$ cat config.mk
export PLATFORM = sky130hd
export DESIGN_NAME = masked_signature_scanner
export DESIGN_NICKNAME = d
export VERILOG_FILES = /design/src/design/mss_pkg.sv /design/src/design/masked_signature_scanner.sv /design/src/design/mss_cell.sv
export SDC_FILE = /design/constraint.sdc
export NUM_CORES = 2
export LEC_CHECK = 0
export BUFFER_PORTS_ARGS = -buffer_cell sky130_fd_sc_hd__buf_2
export CAP_MARGIN = 15
export CORE_MARGIN = 1
export CORE_UTILIZATION = 50
export DETAILED_ROUTE_END_ITERATION = 16
export PLACE_DENSITY = 0.73
export SLEW_MARGIN = 5
export SYNTH_ARGS = -nofsm -noshare
export SYNTH_HDL_FRONTEND = slang
export SYNTH_SLANG_ARGS = --single-unit
$ cat constraint.sdc
create_clock -name i_clk -period 2.7 [get_ports i_clk]
set_input_delay 0.675 -clock i_clk [delete_from_list [all_inputs] [get_ports i_clk]]
set_output_delay 0.675 -clock i_clk [all_outputs]
set_load 0.02 [all_outputs]
$ cat src/design/mss_pkg.sv
// ----------------------------------------------------------------------------
// mss_pkg
// Shared types and constants of the masked signature scanner.
// ----------------------------------------------------------------------------
package mss_pkg;

    localparam int MAX_PATTERN_DEF = 128;
    localparam int OFFSET_BITS_DEF = 24;

    localparam int PAT_IDX_W  = 7;
    localparam int BYTE_W     = 8;
    localparam int LEN_W      = 8;
    localparam int OUT_OFS_W  = 24;
    localparam int S_TDATA_W  = 16;
    localparam int M_TDATA_W  = 32;

    localparam logic CMD_LOAD = 1'b0;
    localparam logic CMD_SCAN = 1'b1;

    // Broadcast control from the front end to every cell of the chain.
    typedef struct packed {
        logic              load;
        logic              shift;
        logic              clear;
        logic              step;
        logic              care;
        logic [BYTE_W-1:0] data_byte;
    } t_cell_ctrl;

endpackage

$ cat src/design/masked_signature_scanner.sv
// ----------------------------------------------------------------------------
// masked_signature_scanner
// Wildcard byte pattern search: a chain of cells keeps every partial match.
// Throughput: one request per cycle, loads and scans alike, unless the result
// stage stalls, set by the cell chain advancing all partial match bits together.
// Result path: a final image byte passes the result stage, then the output register.
// Reset: synchronous, active low; clears scan state and sets length to one.
// ----------------------------------------------------------------------------
module masked_signature_scanner
    import mss_pkg::*;
#(
    parameter int MAX_PATTERN = MAX_PATTERN_DEF,
    parameter int OFFSET_BITS = OFFSET_BITS_DEF
) (
    input  logic                 i_clk,
    input  logic                 i_rst_n,
    // request stream
    input  logic                 s_axis_tvalid,
    output logic                 s_axis_tready,
    input  logic [S_TDATA_W-1:0] s_axis_tdata,  // pattern_index[6:0], data_byte[14:7], care[15]
    input  logic                 s_axis_tuser,  // command
    input  logic                 s_axis_tlast,  // last_byte
    // result stream
    output logic                 m_axis_tvalid,
    input  logic                 m_axis_tready,
    output logic [M_TDATA_W-1:0] m_axis_tdata,  // found[0], match_offset[24:1], overflow[25]
    // pattern length register
    input  logic                 i_cfg_valid,
    output logic                 o_cfg_ready,
    input  logic [LEN_W-1:0]     i_cfg_data
);

    localparam int IW = $clog2(MAX_PATTERN);

    // Unpack the request.
    logic [PAT_IDX_W-1:0] w_idx;
    logic [BYTE_W-1:0]    w_byte;
    logic                 w_care;
    assign w_idx  = s_axis_tdata[PAT_IDX_W-1:0];
    assign w_byte = s_axis_tdata[PAT_IDX_W+BYTE_W-1:PAT_IDX_W];
    assign w_care = s_axis_tdata[PAT_IDX_W+BYTE_W];

    // ------------------------------------------------------------------
    // Pattern length: fold out-of-range values into 1..MAX_PATTERN and
    // hold it as the index of the tap cell.
    // ------------------------------------------------------------------
    logic [IW-1:0]    r_len_m1;
    logic [IW-1:0]    n_len_m1;
    logic [LEN_W-1:0] w_cfg_dec;

    assign o_cfg_ready = 1'b1;
    assign w_cfg_dec   = i_cfg_data - LEN_W'(1);

    always_comb begin
        priority if (i_cfg_data == '0) begin
            n_len_m1 = '0;
        end else if ({1'b0, i_cfg_data} > (LEN_W+1)'(MAX_PATTERN)) begin
            n_len_m1 = IW'(MAX_PATTERN - 1);
        end else begin
            n_len_m1 = w_cfg_dec[IW-1:0];
        end
    end

    always_ff @(posedge i_clk) begin
        if (!i_rst_n) begin
            r_len_m1 <= '0;
        end else if (i_cfg_valid && o_cfg_ready) begin
            r_len_m1 <= n_len_m1;
        end
    end

    // ------------------------------------------------------------------
    // Handshake. The result stage stalls only when it holds a final byte
    // and the output register is still occupied.
    // ------------------------------------------------------------------
    logic r_b_valid;
    logic r_b_last;
    logic r_o_valid;
    logic w_stall;
    logic w_acc;
    logic w_scan;
    logic w_load;

    assign w_stall       = r_b_valid & r_b_last & r_o_valid & ~m_axis_tready;
    assign s_axis_tready = ~w_stall;
    assign w_acc         = s_axis_tvalid & s_axis_tready;
    assign w_scan        = w_acc & (s_axis_tuser == CMD_SCAN);
    assign w_load        = w_acc & (s_axis_tuser == CMD_LOAD);

    // ------------------------------------------------------------------
    // Front end: image position and overflow tracking.
    // ------------------------------------------------------------------
    logic [OFFSET_BITS-1:0] r_pos;
    logic                   r_ovf;
    logic                   w_pos_max;
    logic                   w_shift;
    logic                   w_ovf_next;

    assign w_pos_max  = &r_pos;
    assign w_shift    = w_scan & ~r_ovf & ~w_pos_max;
    assign w_ovf_next = r_ovf | w_pos_max;

    always_ff @(posedge i_clk) begin
        if (!i_rst_n) begin
            r_pos <= '0;
            r_ovf <= 1'b0;
        end else if (w_scan) begin
            if (s_axis_tlast) begin
                // End of image: restart the offset count.
                r_pos <= '0;
                r_ovf <= 1'b0;
            end else if (w_shift) begin
                r_pos <= r_pos + OFFSET_BITS'(1);
            end else begin
                r_ovf <= w_ovf_next;
            end
        end
    end

    // Drop loads that point past the chain.
    logic [IW-1:0]          w_sel_idx;
    logic                   w_idx_ok;
    logic [PAT_IDX_W+1:0]   w_idx_wide;
    assign w_idx_wide = {2'b00, w_idx};
    assign w_idx_ok   = w_idx_wide < (PAT_IDX_W+2)'(MAX_PATTERN);
    assign w_sel_idx  = w_idx_wide[IW-1:0];

    t_cell_ctrl w_ctrl;
    always_comb begin
        w_ctrl.load      = w_load & w_idx_ok;
        w_ctrl.shift     = w_shift;
        w_ctrl.clear     = w_scan & s_axis_tlast;
        w_ctrl.step      = ~w_stall;
        w_ctrl.care      = w_care;
        w_ctrl.data_byte = w_byte;
    end

    // ------------------------------------------------------------------
    // Cell chain: cell i holds the partial match over entries 0..i and
    // hands it right each scanned byte before overflow. Only the tap cell reports a hit.
    // ------------------------------------------------------------------
    logic [MAX_PATTERN-1:0] w_part;
    logic [MAX_PATTERN-1:0] w_prev;
    logic [MAX_PATTERN-1:0] w_hit;

    assign w_prev = {w_part[MAX_PATTERN-2:0], 1'b1};

    for (genvar g = 0; g < MAX_PATTERN; g++) begin : g_cell
        mss_cell #(
            .IDX (g),
            .IW  (IW)
        ) u_cell (
            .i_clk     (i_clk),
            .i_rst_n   (i_rst_n),
            .i_ctrl    (w_ctrl),
            .i_sel_idx (w_sel_idx),
            .i_len_m1  (r_len_m1),
            .i_prev    (w_prev[g]),
            .o_part    (w_part[g]),
            .o_hit     (w_hit[g])
        );
    end

    // ------------------------------------------------------------------
    // Result stage: hold the byte's bookkeeping next to the cells' hit.
    // ------------------------------------------------------------------
    logic                   r_b_ovf;
    logic [OFFSET_BITS-1:0] r_b_start;

    always_ff @(posedge i_clk) begin
        if (!i_rst_n) begin
            r_b_valid <= 1'b0;
            r_b_last  <= 1'b0;
        end else if (!w_stall) begin
            r_b_valid <= w_scan;
            r_b_last  <= s_axis_tlast;
        end
    end

    always_ff @(posedge i_clk) begin
        if (!w_stall) begin
            r_b_ovf   <= w_ovf_next;
            // Start of a match that ends at this byte.
            r_b_start <= r_pos - OFFSET_BITS'(r_len_m1);
        end
    end

    logic                   w_hit_any;
    logic                   w_proc;
    logic                   r_seen;
    logic                   r_sev;
    logic [OFFSET_BITS-1:0] r_first;
    logic                   w_found;
    logic [OFFSET_BITS-1:0] w_ofs_sel;
    logic [OUT_OFS_W-1:0]   w_ofs_out;

    assign w_hit_any = |w_hit;
    assign w_proc    = r_b_valid & ~w_stall;
    assign w_found   = ~r_b_ovf & (r_seen | w_hit_any) & ~r_sev & ~(r_seen & w_hit_any);
    assign w_ofs_sel = r_seen ? r_first : r_b_start;

    if (OFFSET_BITS >= OUT_OFS_W) begin : g_ofs_trunc
        assign w_ofs_out = w_ofs_sel[OUT_OFS_W-1:0];
    end else begin : g_ofs_ext
        assign w_ofs_out = {{(OUT_OFS_W-OFFSET_BITS){1'b0}}, w_ofs_sel};
    end

    always_ff @(posedge i_clk) begin
        if (!i_rst_n) begin
            r_seen  <= 1'b0;
            r_sev   <= 1'b0;
            r_first <= '0;
        end else if (w_proc) begin
            if (r_b_last) begin
                r_seen  <= 1'b0;
                r_sev   <= 1'b0;
                r_first <= '0;
            end else if (w_hit_any) begin
                if (r_seen) begin
                    r_sev <= 1'b1;
                end else begin
                    r_seen  <= 1'b1;
                    r_first <= r_b_start;
                end
            end
        end
    end

    // ------------------------------------------------------------------
    // Output register.
    // ------------------------------------------------------------------
    logic                 r_o_found;
    logic                 r_o_ovf;
    logic [OUT_OFS_W-1:0] r_o_ofs;
    logic                 w_emit;

    assign w_emit = w_proc & r_b_last;

    always_ff @(posedge i_clk) begin
        if (!i_rst_n) begin
            r_o_valid <= 1'b0;
        end else if (w_emit) begin
            r_o_valid <= 1'b1;
        end else if (m_axis_tready) begin
            r_o_valid <= 1'b0;
        end
    end

    always_ff @(posedge i_clk) begin
        if (w_emit) begin
            r_o_found <= w_found;
            r_o_ovf   <= r_b_ovf;
            r_o_ofs   <= w_found ? w_ofs_out : '0;
        end
    end

    assign m_axis_tvalid = r_o_valid;
    assign m_axis_tdata  = {{(M_TDATA_W-OUT_OFS_W-2){1'b0}}, r_o_ovf, r_o_ofs, r_o_found};

endmodule

$ cat src/design/mss_cell.sv
// ----------------------------------------------------------------------------
// mss_cell
// One pattern position: stored byte and care bit, partial match bit, tap.
// ----------------------------------------------------------------------------
module mss_cell
    import mss_pkg::*;
#(
    parameter int IDX = 0,
    parameter int IW  = 7
) (
    input  logic       i_clk,
    input  logic       i_rst_n,
    input  t_cell_ctrl i_ctrl,
    input  logic [IW-1:0] i_sel_idx,
    input  logic [IW-1:0] i_len_m1,
    input  logic       i_prev,
    output logic       o_part,
    output logic       o_hit
);

    logic [BYTE_W-1:0] r_byte;
    logic              r_care;
    logic              r_part;
    logic              r_hit;
    logic              n_part;
    logic              w_here;

    assign w_here = (i_sel_idx == IW'(IDX));
    // Extend the run from the left neighbor when this entry accepts the byte.
    assign n_part = i_prev & (~r_care | (r_byte == i_ctrl.data_byte));

    always_ff @(posedge i_clk) begin
        if (i_ctrl.load && w_here) begin
            r_byte <= i_ctrl.data_byte;
            r_care <= i_ctrl.care;
        end
    end

    always_ff @(posedge i_clk) begin
        if (!i_rst_n) begin
            r_part <= 1'b0;
            r_hit  <= 1'b0;
        end else begin
            if (i_ctrl.clear) begin
                r_part <= 1'b0;
            end else if (i_ctrl.shift) begin
                r_part <= n_part;
            end
            if (i_ctrl.step) begin
                r_hit <= i_ctrl.shift & n_part & (i_len_m1 == IW'(IDX));
            end
        end
    end

    assign o_part = r_part;
    assign o_hit  = r_hit;

endmodule
==> run metrics <==
status=finished, final reports clean; Post-Syn Area=0.0619 sq mm; min-delay src=s_axis_tdata[7]; Post-DRT Antenna Nets=0; Crit-path slowest cell=nor4_1; CTS Buf Count=150; gpl congestion=between 0.8 and 0.9; pre-CTS setup slack=-0.121 ns; Worst Setup SP=g_cell[119].u_cell.o_hit; worst path bufs/invs=2; Power Dens Cells=667 mW/mm^2; Row Count=128; Clock Power Share=42.6%; worst r2r dst=r_o_ofs[10]; slew margin rel.=57.6%; clk_skew=between 0.02 and 0.03 ns; post-synthesis cell count=approximately 4.5k; Setup TNS Final=0 ns; vias per cell=5.56; initial antenna violation count=5; post-synthesis register bit count=between 1.5k and 2k; Setup crit end=r_o_ofs[10]; CP arrival=between 3 and 4 ns; NetSw=10.6 mW; Initial DRT Pass Iterations=8; I/O pin count=66; largest net degree at the start of global routing=70; crit-path leading delay family=simple AND/OR/NAND/NOR gates; Worst setup SP type=flop; max_cap viols=0; die width=about 350 um; vias after detailed routing=37.7k; register area=roughly 0.042 sq mm; layout cells sized above 1=about 16%; EDFF count, synth=1,203; clock buffer depth=3; die area=0.125 sq mm; cell leakage power=23.0 nW; hold crit path type=input port to flop; Syn Area/Cell=13.6 sq um; Worst Reg-to-Reg Cells=8; Worst Max-Slew Pin Slew=0.630 ns; initial core utilization=50.6%; Core Area=0.122 sq mm; type of the worst setup path=flop to flop; ys async rst share=0%; peak supply drop=0.583 mV; Synthesis Warnings=0; Final #Nets=around 5.1k; vias in the first global route=approximately 37k; CTS clock-pin slew for the worst setup and hold paths=roughly 0.06 ns; Sink Count=around 1.5k; gr ovfl total=0; post-DP HPWL=93,400 um; Worst path max stage delay=0.55 ns; crit path capture type=flop; Buffers on Ports=58; first-pass GRT wire length=approximately 220,000 um; Fillers=around 9k; H-tree levels=4; R2R Setup Slk=0.08 ns; Clock Latency Late Sink=0.78 ns; wirelength, routed=143,000 um; unrepaired setup endpoints after global routing=no; combinational share of power=5.4%; Worst path depth=8; Iteration-0 DRC Markers=3,663; Seq pwr share=roughly half; Die H=354 um; Peak Freq=382 MHz; final period utilization=96.9%; DRC violations left=0; CP Max Fanout=25; r2r startpoint=g_cell[119].u_cell.o_hit; switching part of the total=21.6%; Final Max Tran Viols=0; Critical Path RT=3.22 ns; final setup violation count=0; placed cells=6,492; area grow syn2layout=18.3%; register area share after synthesis=about two thirds; internal power=38.3 mW; min cycle time layout=2.62 ns; endpoints failing hold=0; post-DR wirelength/cell=21.1 um; number of hold buffers added after CTS=0; CTS tree=yes; multi-input logic area=~0.018 sq mm; min setup slack post-route=0.0838 ns; ys flop type=edfxtp_1; library cells used by synthesis=56; crit-path cells=nor4_1 -> nand4_1 -> nor4_2 -> buf_4 -> a21oi_1 -> o21ai_1 -> buf_12 -> nor2_1; CTS root buffer=clkbuf_16; Non-Filler Instances=6,775; GRT Resource Usage Total=a little under a quarter
area by class of cell:
type / count / share of cell area, %
sequential: 1519 / 58.0
multi-input combinational: 2752 / 25.0
inverter: 27 / 0.142
clock buffer: 208 / 5.65
antenna: 2 / 0.00684
clock inverter: 71 / 1.17
tap: 1625 / 2.78
timing repair buffer: 571 / 7.27
layout by cell type (no fill, tap or decap), types with 27 or more instances in the layout:
master / n
a21oi_1: 148
buf_12: 86
buf_2: 49
buf_4: 427
clkbuf_1: 41
clkbuf_16: 150
dfxtp_1: 316
edfxtp_1: 1203
mux2i_1: 27
nand2_1: 350
nand3_1: 147
nand4_1: 356
nor2_1: 183
nor4_1: 42
o21ai_0: 215
o21ai_1: 27
o31ai_1: 43
xnor2_1: 1039
stage by stage:
step           instance area, sq um  util (%)  hold slack (ns)  total power, mW
6_report                      73200      59.9            0.179             48.8
3_3_place_gp                  68200      55.8            0.434             28.4
3_5_place_dp                  68200      55.8            0.439             28.5
2_1_floorplan                 61900         -            0.425             27.3
5_1_grt                       73200      59.9            0.156             50.2
4_1_cts                       73200      59.9            0.142             49.1
registers in the layout (all words and copies together) (netlist names):
| name | flops |
|---|---|
| r_seen | 1 |
| g_cell.u_cell.r_byte | 1024 |
| g_cell.u_cell.o_part | 127 |
| r_b_valid | 1 |
| g_cell.u_cell.o_hit | 128 |
| r_b_start | 24 |
| r_b_last | 1 |
| m_axis_tvalid | 1 |
| r_o_ofs | 24 |
| r_sev | 1 |
| r_ovf | 1 |
| r_o_ovf | 1 |
| r_first | 24 |
| r_len_m1 | 7 |
| r_b_ovf | 1 |
| r_pos | 24 |
| g_cell.u_cell.r_care | 128 |
| r_o_found | 1 |
power by group through the flow:
stage | Clock [mW] | Combinational, mW | Sequential [mW]
after floorplan | 0 | 1.43 | 25.9
after global placement | 0 | 2.59 | 25.8
after detailed placement | 0 | 2.64 | 25.9
after CTS | 21.1 | 2.66 | 25.4
after global routing | 22.0 | 2.84 | 25.4
final | 20.8 | 2.65 | 25.4
logic make-up after synthesis:
kind of cell	Yosys count	synth area share, %
flip-flops	1519	68.6
AND/OR/NAND/NOR	1173	9.51
XOR/XNOR	1050	14.9
AO/OA/AOI/OAI	480	4.35
buffers and inverters	273	1.94
multiplexers	27	0.437
adder cells (fa/ha/maj)	15	0.295
other	2	0.0121
layer usage:
metal  GRT usage, %  up-vias  part of all wire [%]
met5              0        -                 0.028
met4           7.65        8                   3.0
met3           4.51      258                   7.8
met2           36.3     1360                    47
met1           31.8    18600                    42
li1               -    17400                     -
worst register-to-register path: cells and delay by family, from the launching register on:
family / cells / cell delay, ns
and+or+nand+nor: 4 / 1.22
buffers and inverters: 2 / 0.42
DFF: 1 / 0.37
AOI/OAI and AO/OA: 2 / 0.34
synthesized netlist by cell type (3+ instances only):
cell type	count	area, sq um
a21oi_1	148	741
or4_4	3	33.8
or3_1	15	93.8
ha_1	9	113
xnor2_1	1039	9100
inv_1	26	97.6
o21ai_0	216	1080
nor4_1	43	269
buf_4	11	82.6
maj3_1	5	50.1
nand3_1	147	736
and3_1	7	43.8
a32o_1	24	240
or4_1	5	37.5
buf_6	12	135
mux2i_1	27	270
xor2_1	11	96.3
nand3b_1	4	30.0
dfxtp_1	316	6330
nor3_1	18	90.1
nor2b_1	7	43.8
a21boi_0	7	52.6
nand4_2	5	62.6
edfxtp_1	1203	36100
o31ai_1	43	323
clkbuf_2	6	30.0
o211ai_1	5	37.5
and2_1	5	31.3
nor2_1	187	702
buf_2	21	105
nand2b_1	9	56.3
buf_1	41	154
clkbuf_1	154	578
o21ai_1	27	135
nand2_1	350	1310
nand4_1	356	2230
how the worst min path moves through the flow:
stage | endpoint | slack, ns | cells after the start
final | g_cell[60].u_cell.r_byte[0] | 0.18 | 1
after detailed placement | g_cell[34].u_cell.o_hit | 0.44 | 2
after global placement | g_cell[104].u_cell.o_hit | 0.43 | 2
after CTS | g_cell[60].u_cell.r_byte[0] | 0.14 | 1
after floorplan | g_cell[39].u_cell.o_hit | 0.43 | 2
after global routing | g_cell[60].u_cell.r_byte[0] | 0.16 | 1
timing repair:
action	CTS	global route
gates resized for setup	1	2
setup endpoints to repair	1	29
pin swaps	1	0
gates cloned	0	0
setup buffers	1	0
Power figures use the tool's default switching activity.
